`config.mk`:
```
export PLATFORM = sky130hd
export DESIGN_NAME = sha_core
export DESIGN_NICKNAME = d
export VERILOG_FILES = /design/src/rtl/core/sha_pkg.sv /design/src/rtl/core/sha_core.sv
export SDC_FILE = /design/constraint.sdc
export NUM_CORES = 2
export LEC_CHECK = 0
export BUFFER_PORTS_ARGS = -buffer_cell sky130_fd_sc_hd__buf_4
export CAP_MARGIN = 20
export CORE_ASPECT_RATIO = 0.8
export CORE_UTILIZATION = 25
export CTS_BUF_LIST = sky130_fd_sc_hd__clkbuf_2
export DETAILED_ROUTE_END_ITERATION = 10
export SETUP_SLACK_MARGIN = 0.3
export SYNTH_ARGS = -nofsm -noshare
export SYNTH_HDL_FRONTEND = slang
export SYNTH_SLANG_ARGS = --single-unit
export TNS_END_PERCENT = 1
```
`constraint.sdc`:
```
create_clock -name i_clk -period 65.8 [get_ports i_clk]
set_input_delay 13.16 -clock i_clk [delete_from_list [all_inputs] [get_ports i_clk]]
set_output_delay 13.16 -clock i_clk [all_outputs]
set_load 0.05 [all_outputs]
```
`src/rtl/core/sha_pkg.sv`:
```
// Shared types, constants and round functions for the SHA-256 stream hasher.
package sha_pkg;

    typedef struct packed {
        logic [7:0] data_byte;
        logic       byte_present;
        logic       end_of_message;
    } t_in_item;

    typedef struct packed {
        logic [31:0] digest_word;
        logic [2:0]  word_index;
        logic        last_word;
        logic        length_overflow;
    } t_out_item;

    // Work unit handed from the front end to the compression engine.
    typedef struct packed {
        logic [511:0] block;      // 64 bytes, byte 0 in the top bits
        logic         emit;       // emit the digest after this block
        logic         overflow;   // length overflow flag for the digest
    } t_job;

    localparam logic [60:0] LEN_MAX = {61{1'b1}};
    localparam logic [7:0]  PAD_BYTE = 8'h80;
    localparam logic [5:0]  LEN_POS = 6'd56;

    localparam logic [255:0] INIT_H = {
        32'h6a09e667, 32'hbb67ae85, 32'h3c6ef372, 32'ha54ff53a,
        32'h510e527f, 32'h9b05688c, 32'h1f83d9ab, 32'h5be0cd19
    };

    function automatic logic [31:0] round_k(input logic [5:0] t);
        logic [31:0] k;
        begin
            case (t)
                6'd0: k = 32'h428a2f98;  6'd1: k = 32'h71374491;
                6'd2: k = 32'hb5c0fbcf;  6'd3: k = 32'he9b5dba5;
                6'd4: k = 32'h3956c25b;  6'd5: k = 32'h59f111f1;
                6'd6: k = 32'h923f82a4;  6'd7: k = 32'hab1c5ed5;
                6'd8: k = 32'hd807aa98;  6'd9: k = 32'h12835b01;
                6'd10: k = 32'h243185be; 6'd11: k = 32'h550c7dc3;
                6'd12: k = 32'h72be5d74; 6'd13: k = 32'h80deb1fe;
                6'd14: k = 32'h9bdc06a7; 6'd15: k = 32'hc19bf174;
                6'd16: k = 32'he49b69c1; 6'd17: k = 32'hefbe4786;
                6'd18: k = 32'h0fc19dc6; 6'd19: k = 32'h240ca1cc;
                6'd20: k = 32'h2de92c6f; 6'd21: k = 32'h4a7484aa;
                6'd22: k = 32'h5cb0a9dc; 6'd23: k = 32'h76f988da;
                6'd24: k = 32'h983e5152; 6'd25: k = 32'ha831c66d;
                6'd26: k = 32'hb00327c8; 6'd27: k = 32'hbf597fc7;
                6'd28: k = 32'hc6e00bf3; 6'd29: k = 32'hd5a79147;
                6'd30: k = 32'h06ca6351; 6'd31: k = 32'h14292967;
                6'd32: k = 32'h27b70a85; 6'd33: k = 32'h2e1b2138;
                6'd34: k = 32'h4d2c6dfc; 6'd35: k = 32'h53380d13;
                6'd36: k = 32'h650a7354; 6'd37: k = 32'h766a0abb;
                6'd38: k = 32'h81c2c92e; 6'd39: k = 32'h92722c85;
                6'd40: k = 32'ha2bfe8a1; 6'd41: k = 32'ha81a664b;
                6'd42: k = 32'hc24b8b70; 6'd43: k = 32'hc76c51a3;
                6'd44: k = 32'hd192e819; 6'd45: k = 32'hd6990624;
                6'd46: k = 32'hf40e3585; 6'd47: k = 32'h106aa070;
                6'd48: k = 32'h19a4c116; 6'd49: k = 32'h1e376c08;
                6'd50: k = 32'h2748774c; 6'd51: k = 32'h34b0bcb5;
                6'd52: k = 32'h391c0cb3; 6'd53: k = 32'h4ed8aa4a;
                6'd54: k = 32'h5b9cca4f; 6'd55: k = 32'h682e6ff3;
                6'd56: k = 32'h748f82ee; 6'd57: k = 32'h78a5636f;
                6'd58: k = 32'h84c87814; 6'd59: k = 32'h8cc70208;
                6'd60: k = 32'h90befffa; 6'd61: k = 32'ha4506ceb;
                6'd62: k = 32'hbef9a3f7; 6'd63: k = 32'hc67178f2;
                default: k = 32'h0;
            endcase
            return k;
        end
    endfunction

    function automatic logic [31:0] ror(input logic [31:0] x, input int n);
        return (x >> n) | (x << (32 - n));
    endfunction

endpackage

```
`src/rtl/core/sha_core.sv`:
```
// Compression engine: 64 rounds, one per cycle, with digest word output.
module sha_core (
    input  logic              i_clk,
    input  logic              i_rst_n,
    input  logic              i_job_valid,
    input  sha_pkg::t_job     i_job,
    output logic              o_job_ready,
    output logic              o_empty,
    output sha_pkg::t_out_item o_item,
    input  logic              i_pop
);

    localparam logic [1:0] ST_IDLE = 2'd0;
    localparam logic [1:0] ST_ROUND = 2'd1;
    localparam logic [1:0] ST_ADD = 2'd2;
    localparam logic [1:0] ST_OUT = 2'd3;

    logic [1:0]   r_state;
    logic [5:0]   r_t;
    logic [2:0]   r_widx;
    logic [511:0] r_w;
    logic [255:0] r_h;
    logic [255:0] r_v;
    logic         r_emit, r_ovf;

    logic [31:0] a, b, c, d, e, f, g, h, w, s0, s1, wn, t1, t2;

    assign o_job_ready = (r_state == ST_IDLE);
    assign o_empty = (r_state != ST_OUT);
    assign o_item.digest_word = r_h[255 - {r_widx, 5'b0} -: 32];
    assign o_item.word_index = r_widx;
    assign o_item.last_word = (r_widx == 3'd7);
    assign o_item.length_overflow = r_ovf;

    always_comb begin
        {a, b, c, d, e, f, g, h} = r_v;
        w = r_w[511:480];
        s0 = sha_pkg::ror(r_w[479:448], 7) ^ sha_pkg::ror(r_w[479:448], 18)
           ^ (r_w[479:448] >> 3);
        s1 = sha_pkg::ror(r_w[63:32], 17) ^ sha_pkg::ror(r_w[63:32], 19)
           ^ (r_w[63:32] >> 10);
        wn = r_w[511:480] + s0 + r_w[223:192] + s1;
        t1 = h + (sha_pkg::ror(e, 6) ^ sha_pkg::ror(e, 11) ^ sha_pkg::ror(e, 25))
           + ((e & f) ^ (~e & g)) + sha_pkg::round_k(r_t) + w;
        t2 = (sha_pkg::ror(a, 2) ^ sha_pkg::ror(a, 13) ^ sha_pkg::ror(a, 22))
           + ((a & b) ^ (a & c) ^ (b & c));
    end

    always_ff @(posedge i_clk) begin
        if (!i_rst_n) begin
            r_state <= ST_IDLE;
            r_h <= sha_pkg::INIT_H;
            r_t <= '0;
            r_widx <= '0;
        end else begin
            case (r_state)
                ST_IDLE: begin
                    if (i_job_valid) begin
                        r_w <= i_job.block;
                        r_v <= r_h;
                        r_emit <= i_job.emit;
                        r_ovf <= i_job.overflow;
                        r_t <= '0;
                        r_state <= ST_ROUND;
                    end
                end
                ST_ROUND: begin
                    // The window shifts by one word; the new word enters at the end.
                    r_w <= {r_w[479:0], wn};
                    r_v <= {t1 + t2, a, b, c, d + t1, e, f, g};
                    r_t <= r_t + 6'd1;
                    if (r_t == 6'd63) r_state <= ST_ADD;
                end
                ST_ADD: begin
                    for (int i = 0; i < 8; i++) begin
                        r_h[32 * i +: 32] <= r_h[32 * i +: 32] + r_v[32 * i +: 32];
                    end
                    r_widx <= '0;
                    r_state <= r_emit ? ST_OUT : ST_IDLE;
                end
                ST_OUT: begin
                    if (i_pop) begin
                        r_widx <= r_widx + 3'd1;
                        if (r_widx == 3'd7) begin
                            r_h <= sha_pkg::INIT_H;
                            r_state <= ST_IDLE;
                        end
                    end
                end
                default: r_state <= ST_IDLE;
            endcase
        end
    end

endmodule

```
==> summary.md <==
| Metric | Value |
|---|---|
| Run status | `completed` |
| Tcrit/Tclk final | `26.73%` |
| PortBufs | `556` |
| Layout cells sized above 1 | `14.89%` |
| Wirelength per Cell | `22.67 um` |
| Synth Cell Area | `72010 sq um` |
| Final hold vios | `0` |
| Total CTS buffers | `307` |
| # setup viols final | `0` |
| Worst reg2reg path startpoint | `r_v[108]` |
| Final setup margin | `48210 ps` |
| Area share of the largest cell type after synthesis | `32.11%` |
| Post-Synth XOR/XNOR Area | `6.847%` |
| Max-cap violation count | `0` |
| Initial DRT Pass Iterations | `5` |
| Syn Area/Cell | `8.856 sq um` |
| GRT Overall Usage | `19.10%` |
| Synthesized instance count | `8131` |
| Synthesis-stage register bit count | `1069` |
| Least-Margin Pin Slew | `1109 ps` |
| Layout area overhead | `15.21%` |
| Max Slew Vio Count | `0` |
| CTS sink count | `1069` |
| Fin crit period | `17590 ps` |
| Synth Flop Type | `edfxtp_1` |
| Hold Path Class | `flop to flop` |
| Worst Path Arrival | `4430 ps` |
| 1st-iter DRT viols | `7343` |
| Clock Skews | `324.3 ps` |
| Rows | `175` |
| Worst EP required | `52640 ps` |
| Die Span Y | `482.0 um` |
| CP Launch Type | `flop` |
| Worst R2R Path Depth | `31` |
| Vias in the first global route | `57.80k` |
| Max stage delay on crit path | `760 ps` |
| Post-cts hold buffer count | `0` |
| Mapped Nets | `9235` |
| RSZ-0062 raised after global routing | `false` |
| Slowest CP cell | `dfxtp_4` |
| CTS max path bufs | `4` |
| Post-Synth Simple-Gate Area | `17.77%` |
| Routability cong. | `0.9681` |
| Synthesis Warnings | `0` |
| Post-layout nets | `9773` |
| Synth area leaders | `edfxtp_1 (32%), nand2_1 (13%), dfxtp_1 (8.3%)` |
| Die area | `290200 sq um` |
| Slew headroom | `26.06%` |
| Post-synth ARST share | `0%` |
| Crit-path max FO | `40` |
| CP startpoint | `r_widx[0]` |
| Resized cells post-CTS | `0` |
| Most frequent CP cell | `buf_4` |
| Post-Synth Adder-Cell Area | `12.24%` |
| EDFF count, synth | `770` |
| DR vias | `62.37k` |
| Post-DR vias/cell | `4.902` |
| Post-synthesis compound-gate area fraction | `14.69%` |
| Final wirelength | `288400 um` |
| FF-to-FF End | `r_v[254]` |
| Clock Latency Late Sink | `1780 ps` |
| Clock-pin slew on the worst setup and hold paths | `110 ps` |
| Crit Path Category | `flop to output pin` |
| CORE AREA | `285300 sq um` |
| Post-DRT Antenna Nets | `0` |
| R2R Setup Slk | `55790 ps` |
| Cell chain of the critical path | `buf_4 > mux4_2 > mux2_2 > buf_4` |
| Synth area leader | `edfxtp_1` |
| Top post-synthesis cells by count | `nand2_1 (2447), edfxtp_1 (770), inv_1 (508), o21ai_0 (441), ha_1 (391)` |
| Pin count of the biggest net entering global routing | `193` |
| DRC | `0` |
| Number of antenna violations at the first check in global routing | `46` |
| GRT overflow | `0` |
| Setup WS pre-CTS | `48430 ps` |
| IO Pins | `557` |
| Root Driver | `clkbuf_2` |
| Fmax | `56.85 MHz` |
| H-tree levels | `5` |
| Largest family of logic cells by synthesized area | `simple AND/OR/NAND/NOR gates` |
| Worst Hold Slack | `433.4 ps` |
| First-pass GRT wire length | `408000 um` |
| Die Wd | `602.1 um` |
| Hold path start | `r_w[105]` |
| Crit path capture type | `output pin` |
| CTS tree | `built` |
| Seq/Total Area, Yosys | `40.42%` |
| TNS Setup | `0 ps` |
| Starting Density | `25.24%` |
| CP Capture Point | `o_item[26]` |
| Post-synthesis mux area share | `3.169%` |
| Number of setup buffers added after CTS | `0` |
| Netlist cell types | `94` |
| HPWL after DPL | `219000 um` |
| Count leader, synth | `nand2_1` |
==> area by class of cell <==
class,count,area (sq um)
multi-input cells,6138,39490
well taps,3805,4761
clock inverters,79,501.7
repair buffers,641,4850
fillers,30480,202300
diodes,29,72.57
flip-flops and latches,1069,29120
clock buffers,450,2252
inverters,512,1924
==> stage by stage <==
step / area [sq um] / instances / util, %
floorplan: 72010 / 8131 / -
global placement: 80120 / 12160 / 28.08
detailed placement: 80120 / 12160 / 28.08
CTS: 82870 / 12690 / 29.05
global route: 82950 / 12720 / 29.07
finish: 82960 / 12720 / 29.08
==> kinds of logic (layout without fill, tap and decap cells) <==
family                   Yosys count  count (layout)
adder cells (fa/ha/maj)          588             588
buffers and inverters            924            1682
XOR/XNOR                         563             563
flip-flops                      1069            1069
AO/OA/AOI/OAI                   1666            1666
multiplexers                     140             140
AND/OR/NAND/NOR                 3181            3181
other                              0              29
==> routing by layer <==
metal  vias to the layer above  GRT usage [%]  share of wire (%)
met1                     30030          28.29                 46
met3                       386          4.247                9.5
li1                      29130              -                  -
met4                        20          5.342                2.5
met2                      2794          27.50                 41
met5                         -              0              0.042
==> worst max-delay path, delay by kind of cell, from the launching register on <==
| family | cells | cell delay [ps] |
|---|---|---|
| flip-flops | 1 | 760 |
| multiplexers | 2 | 1000 |
| buffers and inverters | 2 | 940 |
==> worst min path at each step <==
stage                     slack [ps]  cells after the start  endpoint
final                            430                      2  r_w[137]
after global routing             450                      2   r_v[43]
after CTS                        420                      2  r_w[441]
after detailed placement         490                      2   r_h[90]
after global placement           490                      2   r_h[90]
after floorplan                  450                      2   r_h[90]
==> registers in the layout (all words and copies together) (netlist names), named ones only <==
name	flops
r_t	6
r_emit	1
r_h	256
r_v	256
r_state	2
r_widx	3
r_ovf	1
r_w	512
==> cells in the final DEF, fill, tap and decap left out, drive strengths merged, types with 37 or more instances in the layout <==
cell / n
a211oi: 58
nand3: 69
inv: 515
buf: 641
mux4: 64
dfxtp: 299
o21ai: 472
o22ai: 96
o211ai: 41
nor2b: 37
xnor2: 314
clkinv: 65
nor2: 345
clkbuf: 450
nand2b: 47
edfxtp: 770
mux2: 61
nand2: 2447
nor3: 77
fa: 195
ha: 391
a22oi: 70
a21oi: 394
a31oi: 46
o21bai: 56
o21a: 56
a21o: 186
xor2: 249
Power is left out: the tool's default activity adds up to more than one toggle a clock period on the data nets, which glitch-free logic cannot reach.
