File: config.mk
export PLATFORM = sky130hd
export DESIGN_NAME = sha_front
export DESIGN_NICKNAME = d
export VERILOG_FILES = /design/src/rtl/core/sha_pkg.sv /design/src/rtl/core/sha_front.sv
export SDC_FILE = /design/constraint.sdc
export NUM_CORES = 2
export LEC_CHECK = 0
export BUFFER_PORTS_ARGS = -buffer_cell sky130_fd_sc_hd__buf_2
export CORE_ASPECT_RATIO = 0.8
export CORE_MARGIN = 1
export CORE_UTILIZATION = 55
export DETAILED_ROUTE_END_ITERATION = 10
export PLACE_DENSITY = 0.79
export SYNTH_ARGS = -nofsm -noshare
export SYNTH_HDL_FRONTEND = slang
export SYNTH_SLANG_ARGS = --single-unit
export TNS_END_PERCENT = 20
File: constraint.sdc
create_clock -name i_clk -period 19.2 [get_ports i_clk]
set_clock_uncertainty 0.2 [all_clocks]
set_input_delay 0.96 -clock i_clk [delete_from_list [all_inputs] [get_ports i_clk]]
set_output_delay 0.96 -clock i_clk [all_outputs]
set_load 0.02 [all_outputs]
File: src/rtl/core/sha_pkg.sv
// Shared types, constants and round functions for the SHA-256 stream hasher.
package sha_pkg;

    typedef struct packed {
        logic [7:0] data_byte;
        logic       byte_present;
        logic       end_of_message;
    } t_in_item;

    typedef struct packed {
        logic [31:0] digest_word;
        logic [2:0]  word_index;
        logic        last_word;
        logic        length_overflow;
    } t_out_item;

    // Work unit handed from the front end to the compression engine.
    typedef struct packed {
        logic [511:0] block;      // 64 bytes, byte 0 in the top bits
        logic         emit;       // emit the digest after this block
        logic         overflow;   // length overflow flag for the digest
    } t_job;

    localparam logic [60:0] LEN_MAX = {61{1'b1}};
    localparam logic [7:0]  PAD_BYTE = 8'h80;
    localparam logic [5:0]  LEN_POS = 6'd56;

    localparam logic [255:0] INIT_H = {
        32'h6a09e667, 32'hbb67ae85, 32'h3c6ef372, 32'ha54ff53a,
        32'h510e527f, 32'h9b05688c, 32'h1f83d9ab, 32'h5be0cd19
    };

    function automatic logic [31:0] round_k(input logic [5:0] t);
        logic [31:0] k;
        begin
            case (t)
                6'd0: k = 32'h428a2f98;  6'd1: k = 32'h71374491;
                6'd2: k = 32'hb5c0fbcf;  6'd3: k = 32'he9b5dba5;
                6'd4: k = 32'h3956c25b;  6'd5: k = 32'h59f111f1;
                6'd6: k = 32'h923f82a4;  6'd7: k = 32'hab1c5ed5;
                6'd8: k = 32'hd807aa98;  6'd9: k = 32'h12835b01;
                6'd10: k = 32'h243185be; 6'd11: k = 32'h550c7dc3;
                6'd12: k = 32'h72be5d74; 6'd13: k = 32'h80deb1fe;
                6'd14: k = 32'h9bdc06a7; 6'd15: k = 32'hc19bf174;
                6'd16: k = 32'he49b69c1; 6'd17: k = 32'hefbe4786;
                6'd18: k = 32'h0fc19dc6; 6'd19: k = 32'h240ca1cc;
                6'd20: k = 32'h2de92c6f; 6'd21: k = 32'h4a7484aa;
                6'd22: k = 32'h5cb0a9dc; 6'd23: k = 32'h76f988da;
                6'd24: k = 32'h983e5152; 6'd25: k = 32'ha831c66d;
                6'd26: k = 32'hb00327c8; 6'd27: k = 32'hbf597fc7;
                6'd28: k = 32'hc6e00bf3; 6'd29: k = 32'hd5a79147;
                6'd30: k = 32'h06ca6351; 6'd31: k = 32'h14292967;
                6'd32: k = 32'h27b70a85; 6'd33: k = 32'h2e1b2138;
                6'd34: k = 32'h4d2c6dfc; 6'd35: k = 32'h53380d13;
                6'd36: k = 32'h650a7354; 6'd37: k = 32'h766a0abb;
                6'd38: k = 32'h81c2c92e; 6'd39: k = 32'h92722c85;
                6'd40: k = 32'ha2bfe8a1; 6'd41: k = 32'ha81a664b;
                6'd42: k = 32'hc24b8b70; 6'd43: k = 32'hc76c51a3;
                6'd44: k = 32'hd192e819; 6'd45: k = 32'hd6990624;
                6'd46: k = 32'hf40e3585; 6'd47: k = 32'h106aa070;
                6'd48: k = 32'h19a4c116; 6'd49: k = 32'h1e376c08;
                6'd50: k = 32'h2748774c; 6'd51: k = 32'h34b0bcb5;
                6'd52: k = 32'h391c0cb3; 6'd53: k = 32'h4ed8aa4a;
                6'd54: k = 32'h5b9cca4f; 6'd55: k = 32'h682e6ff3;
                6'd56: k = 32'h748f82ee; 6'd57: k = 32'h78a5636f;
                6'd58: k = 32'h84c87814; 6'd59: k = 32'h8cc70208;
                6'd60: k = 32'h90befffa; 6'd61: k = 32'ha4506ceb;
                6'd62: k = 32'hbef9a3f7; 6'd63: k = 32'hc67178f2;
                default: k = 32'h0;
            endcase
            return k;
        end
    endfunction

    function automatic logic [31:0] ror(input logic [31:0] x, input int n);
        return (x >> n) | (x << (32 - n));
    endfunction

endpackage

File: src/rtl/core/sha_front.sv
// Front end: collects message bytes into blocks and builds the padding blocks.
module sha_front (
    input  logic             i_clk,
    input  logic             i_rst_n,
    input  logic             i_push,
    input  sha_pkg::t_in_item i_item,
    output logic             o_full,
    output logic             o_job_valid,
    output sha_pkg::t_job    o_job,
    input  logic             i_job_ready
);

    logic [511:0] r_buf, n_buf;
    logic [5:0]   r_fill, n_fill;
    logic [60:0]  r_len, n_len;
    logic         r_ovf, n_ovf;
    logic         r_pend2, n_pend2;   // second padding block still to issue
    logic         r_lead80, n_lead80; // second padding block starts with 0x80
    logic         r_job_valid, n_job_valid;
    sha_pkg::t_job r_job, n_job;

    logic         byte_in;
    logic [511:0] pad_blk;
    logic [63:0]  bits;

    // One job slot; the front stalls while it is occupied or a second pad waits.
    assign o_full = r_job_valid || r_pend2;
    assign o_job_valid = r_job_valid;
    assign o_job = r_job;
    assign byte_in = i_push && !o_full && i_item.byte_present;

    always_comb begin
        n_buf = r_buf;
        n_fill = r_fill;
        n_len = r_len;
        n_ovf = r_ovf;
        n_pend2 = r_pend2;
        n_lead80 = r_lead80;
        n_job_valid = r_job_valid && !i_job_ready;
        n_job = r_job;
        pad_blk = '0;
        bits = '0;
        if (r_pend2 && !n_job_valid) begin
            // Second padding block: zeros and the bit length. After an end on a
            // full block it also carries the 0x80 marker in its first byte.
            n_job.block = {(r_lead80 ? sha_pkg::PAD_BYTE : 8'h00), 440'b0, r_len, 3'b000};
            n_job.emit = 1'b1;
            n_job.overflow = r_ovf;
            n_job_valid = 1'b1;
            n_pend2 = 1'b0;
            n_lead80 = 1'b0;
            n_len = '0;
            n_ovf = 1'b0;
        end else if (i_push && !o_full) begin
            if (byte_in) begin
                if (r_len == sha_pkg::LEN_MAX) begin
                    n_ovf = 1'b1;
                end else begin
                    n_len = r_len + 61'd1;
                end
                n_buf[511 - {r_fill, 3'b000} -: 8] = i_item.data_byte;
                n_fill = r_fill + 6'd1;
            end
            if (byte_in && r_fill == 6'd63) begin
                n_job.block = n_buf;
                n_job.emit = 1'b0;
                n_job.overflow = 1'b0;
                n_job_valid = 1'b1;
                if (i_item.end_of_message) begin
                    // Full block plus a padding-only block afterwards.
                    n_buf = '0;
                    n_buf[511 -: 8] = sha_pkg::PAD_BYTE;
                    n_fill = '0;
                    n_pend2 = 1'b1;
                    n_lead80 = 1'b1;
                end
            end else if (i_item.end_of_message) begin
                bits = {n_len, 3'b000};
                for (int i = 0; i < 64; i++) begin
                    if (i < n_fill) pad_blk[511 - 8 * i -: 8] = n_buf[511 - 8 * i -: 8];
                end
                pad_blk[511 - {n_fill, 3'b000} -: 8] = sha_pkg::PAD_BYTE;
                n_job.overflow = n_ovf;
                n_job_valid = 1'b1;
                if (n_fill < sha_pkg::LEN_POS) begin
                    pad_blk[63:0] = bits;
                    n_job.emit = 1'b1;
                    n_len = '0;
                    n_ovf = 1'b0;
                end else begin
                    n_job.emit = 1'b0;
                    n_pend2 = 1'b1;
                end
                n_fill = '0;
                n_job.block = pad_blk;
            end
        end
    end

    always_ff @(posedge i_clk) begin
        r_buf <= n_buf;
        r_job <= n_job;
        if (!i_rst_n) begin
            r_fill <= '0;
            r_len <= '0;
            r_ovf <= 1'b0;
            r_pend2 <= 1'b0;
            r_lead80 <= 1'b0;
            r_job_valid <= 1'b0;
        end else begin
            r_fill <= n_fill;
            r_len <= n_len;
            r_ovf <= n_ovf;
            r_pend2 <= n_pend2;
            r_lead80 <= n_lead80;
            r_job_valid <= n_job_valid;
        end
    end

endmodule

==> impl_metrics.tcl <==
set metrics [dict create \
    outcome "complete, but fails checks" \
    failing_checks "capacitance limit, slew limit" \
    finalWorstPathRequiredPeriod_ns 5.03 \
    synth-seq-area-share_pct 58.9 \
    holdCritPathClass "register to register" \
    ys_types 81 \
    grt_antenna_before_repair 9 \
    final_hold_viol_count 0 \
    via_count_of_the_first_global_routing_pass 37900 \
    endpoint_kind "register" \
    yosys-top-cells-count "838 x sky130_fd_sc_hd__nor2_1, 612 x sky130_fd_sc_hd__nand2_1, 582 x sky130_fd_sc_hd__edfxtp_1" \
    power_report.internal_total_mw 3.71 \
    start_kind "register" \
    clock_power_share_pct 43.3 \
    final_layout_size_suffix_gt1_share_pct 15.8 \
    via_per_inst 6.42 \
    power.density_nw_per_um2 89.4 \
    fp.coreArea_um2 84500 \
    port-buffer-count 529 \
    synthesis.instances 4913 \
    switchingPower_mw 1.13 \
    post_synth.cell_area_avg_um2 9.61 \
    cts_repair_resize_count 0 \
    mappedNetlistArea_um2 47200 \
    drt_first_iter_violations 6666 \
    gr-total-overflow 0 \
    worstPathCellList "nor2_1 -> nand2_1 -> buf_4 -> inv_8 -> o21a_4 -> nor2_4 -> buf_4 -> buf_12 -> buf_4 -> nand2_1 -> o21ai_0" \
    grt_max_degree 182 \
    worst-path-max-fanout 160 \
    floorplan.initialDensity_pct 55.9 \
    maxClockFrequency_mhz 199 \
    post_route_antenna_net_violation_count 0 \
    power.combinational.fraction_pct 4.8 \
    clk_transition_reported_paths_ns 0.06 \
    mappedNetlistNets 4934 \
    floorplan.die.width_um 330 \
    post_cts_setup_buffers 0 \
    critPathKind "register to register" \
    post-route-cell-area_um2 54000 \
    finalNetCount 5311 \
    layout_worst_path_cycle_share_pct 26.2 \
    ir_drop_v 0.0000831 \
    cts_tree "done" \
    tightestPinTransition_ns 1.50 \
    cell_depth_of_the_worst_flop_to_flop_path 11 \
    netlist.area_leader.share_pct 37.0 \
    postCtsHoldBufs 0 \
    seq_power_share_pct 51.9 \
    design.die.area_um2 87000 \
    grt_first_pass_wirelength_mm 241 \
    drc 0 \
    ys_async_sr_fraction_pct 0 \
    floorplan.rows 95 \
    critPathMaxStageDelay_ns 0.77 \
    final_setup_tns_ns 0 \
    globalplace.congestion 1.03 \
    synth_ff_type "sky130_fd_sc_hd__edfxtp_1" \
    clockRootBuffer "sky130_fd_sc_hd__clkbuf_16" \
    critPathSlowestCell "sky130_fd_sc_hd__buf_4" \
    synth-edff-count 582 \
    floorplan.die.height_um 264 \
    yosysTopAreaCell "sky130_fd_sc_hd__edfxtp_1" \
    postSynthRegisterBits 1097 \
    netlist_top_cells_area "sky130_fd_sc_hd__edfxtp_1 37%, sky130_fd_sc_hd__dfxtp_1 22%, sky130_fd_sc_hd__nor2_1 6.7%" \
    slew_headroom_pct -0.862 \
    routed_wl_mm 166 \
    max-cap-violations 1 \
    synth.yosys.warnings 0 \
    worst_skew_pair.late_latency_ns 0.71 \
    drt-pass1-iter-count 9 \
    preCtsSetupSlack_ns 13.80 \
    placed_cells_incl_taps 6297 \
    routed-via-count 41800 \
    post_dp_cell_area_um2 50600 \
    area_growth_pct 14.5 \
    setup_repair_after_global_routing_missed_its_margin "false" \
    wire_per_inst_um 25.6 \
    critPathMostFrequentCell "sky130_fd_sc_hd__buf_4" \
    most_used_standard_cell_by_instance_count_after_synthesis "sky130_fd_sc_hd__nor2_1" \
    finalWorstSetupSlack_ns 14.17 \
    cell_count_of_the_worst_hold_path 2 \
    timing.critical_path.required_ns 19.59 \
    arrival_ns 5.42 \
    numCtsBuffers 106 \
    number_of_h_tree_branching_levels 3 \
    power_leakage_nw 18.8 \
    clock-sinks 1097 \
    power_switching_share_pct 23.3 \
    final-setup-viol-count 0 \
    slew_violations 6 \
    clockBufferDepth 3 \
    ios 530 \
    detailedPlacementHpwl_mm 112 \
    grt.total_usage_pct 36.9 \
    instances_no_fill 6504 \
]
sequential cells by signal (all words and copies together) (netlist names):
register     count
r_buf          512
r_fill           6
r_len           61
r_pend2          1
o_job_valid      1
o_job          514
r_lead80         1
r_ovf            1
area by class of cell:
type | count | area, um2
timing repair buffer | 589 | 3120
antenna | 5 | 12.5
clock buffer | 148 | 3020
tap | 1115 | 1400
multi-input combinational | 3469 | 18100
sequential | 1097 | 27800
fill | 6849 | 30500
clock inverter | 54 | 454
inverter | 27 | 109
metal layers:
metal	vias to the layer above	GRT usage [%]	wire, um
li1	18300	-	-
met3	563	10.4	22600
met2	3084	52.8	70500
met5	-	0	70
met1	19900	50.7	62700
met4	10	20.0	10200
worst max-delay path: cells and delay by family, from the launching register on:
kind	cells	cell delay (ns)
buffers and inverters	5	2.96
AND/OR/NAND/NOR	4	0.49
flip-flops	1	0.53
AO/OA/AOI/OAI	2	0.54
worst paths after layout:
check                                from                       to  slack (ns)
setup / recovery     r_pend2$_SDFFE_PP0P_   o_job[77]$_SDFFE_PP0P_       14.17
hold / removal    o_job[227]$_SDFFE_PP0P_  o_job[227]$_SDFFE_PP0P_        0.24
setup reg to reg     r_pend2$_SDFFE_PP0P_   o_job[77]$_SDFFE_PP0P_       14.17
hold reg to reg   o_job[227]$_SDFFE_PP0P_  o_job[227]$_SDFFE_PP0P_        0.24
power by group through the flow:
stage | registers, mW | logic [mW] | clock network (mW)
after floorplan | 2.62 | 0.101 | 0
after global routing | 2.51 | 0.236 | 2.19
after detailed placement | 2.56 | 0.221 | 0
after global placement | 2.56 | 0.218 | 0
final | 2.51 | 0.230 | 2.10
after CTS | 2.51 | 0.222 | 2.10
cell usage in the layout (no fill, tap or decap), types with 34 or more instances in the layout:
cell type	netlist	layout
sky130_fd_sc_hd__buf_2	63	529
sky130_fd_sc_hd__a21oi_1	432	432
sky130_fd_sc_hd__edfxtp_1	582	582
sky130_fd_sc_hd__nand4_1	34	34
sky130_fd_sc_hd__nor2_1	838	836
sky130_fd_sc_hd__nand2_1	612	599
sky130_fd_sc_hd__o21ai_0	539	539
sky130_fd_sc_hd__nor3_1	206	204
sky130_fd_sc_hd__nand3_1	112	106
sky130_fd_sc_hd__clkbuf_16	0	110
sky130_fd_sc_hd__mux2i_1	228	228
sky130_fd_sc_hd__buf_4	1	58
sky130_fd_sc_hd__dfxtp_1	515	515
stage by stage:
stage	utilization (%)	total power, mW	hold WS (ns)
finish	63.9	4.83	0.242
global route	63.9	4.94	0.264
CTS	63.9	4.83	0.251
detailed placement	59.8	2.78	0.237
global placement	59.8	2.78	0.231
floorplan	-	2.73	0.238
cell families after synthesis:
family / Yosys count / synth area share, %
buf+inv: 347 / 2.96
fa+ha+maj: 7 / 0.186
mux: 236 / 5.03
simple gates: 2020 / 18.6
xor+xnor: 18 / 0.334
flops: 1097 / 58.9
compound gates: 1188 / 14.0
Power figures use the tool's default switching activity.
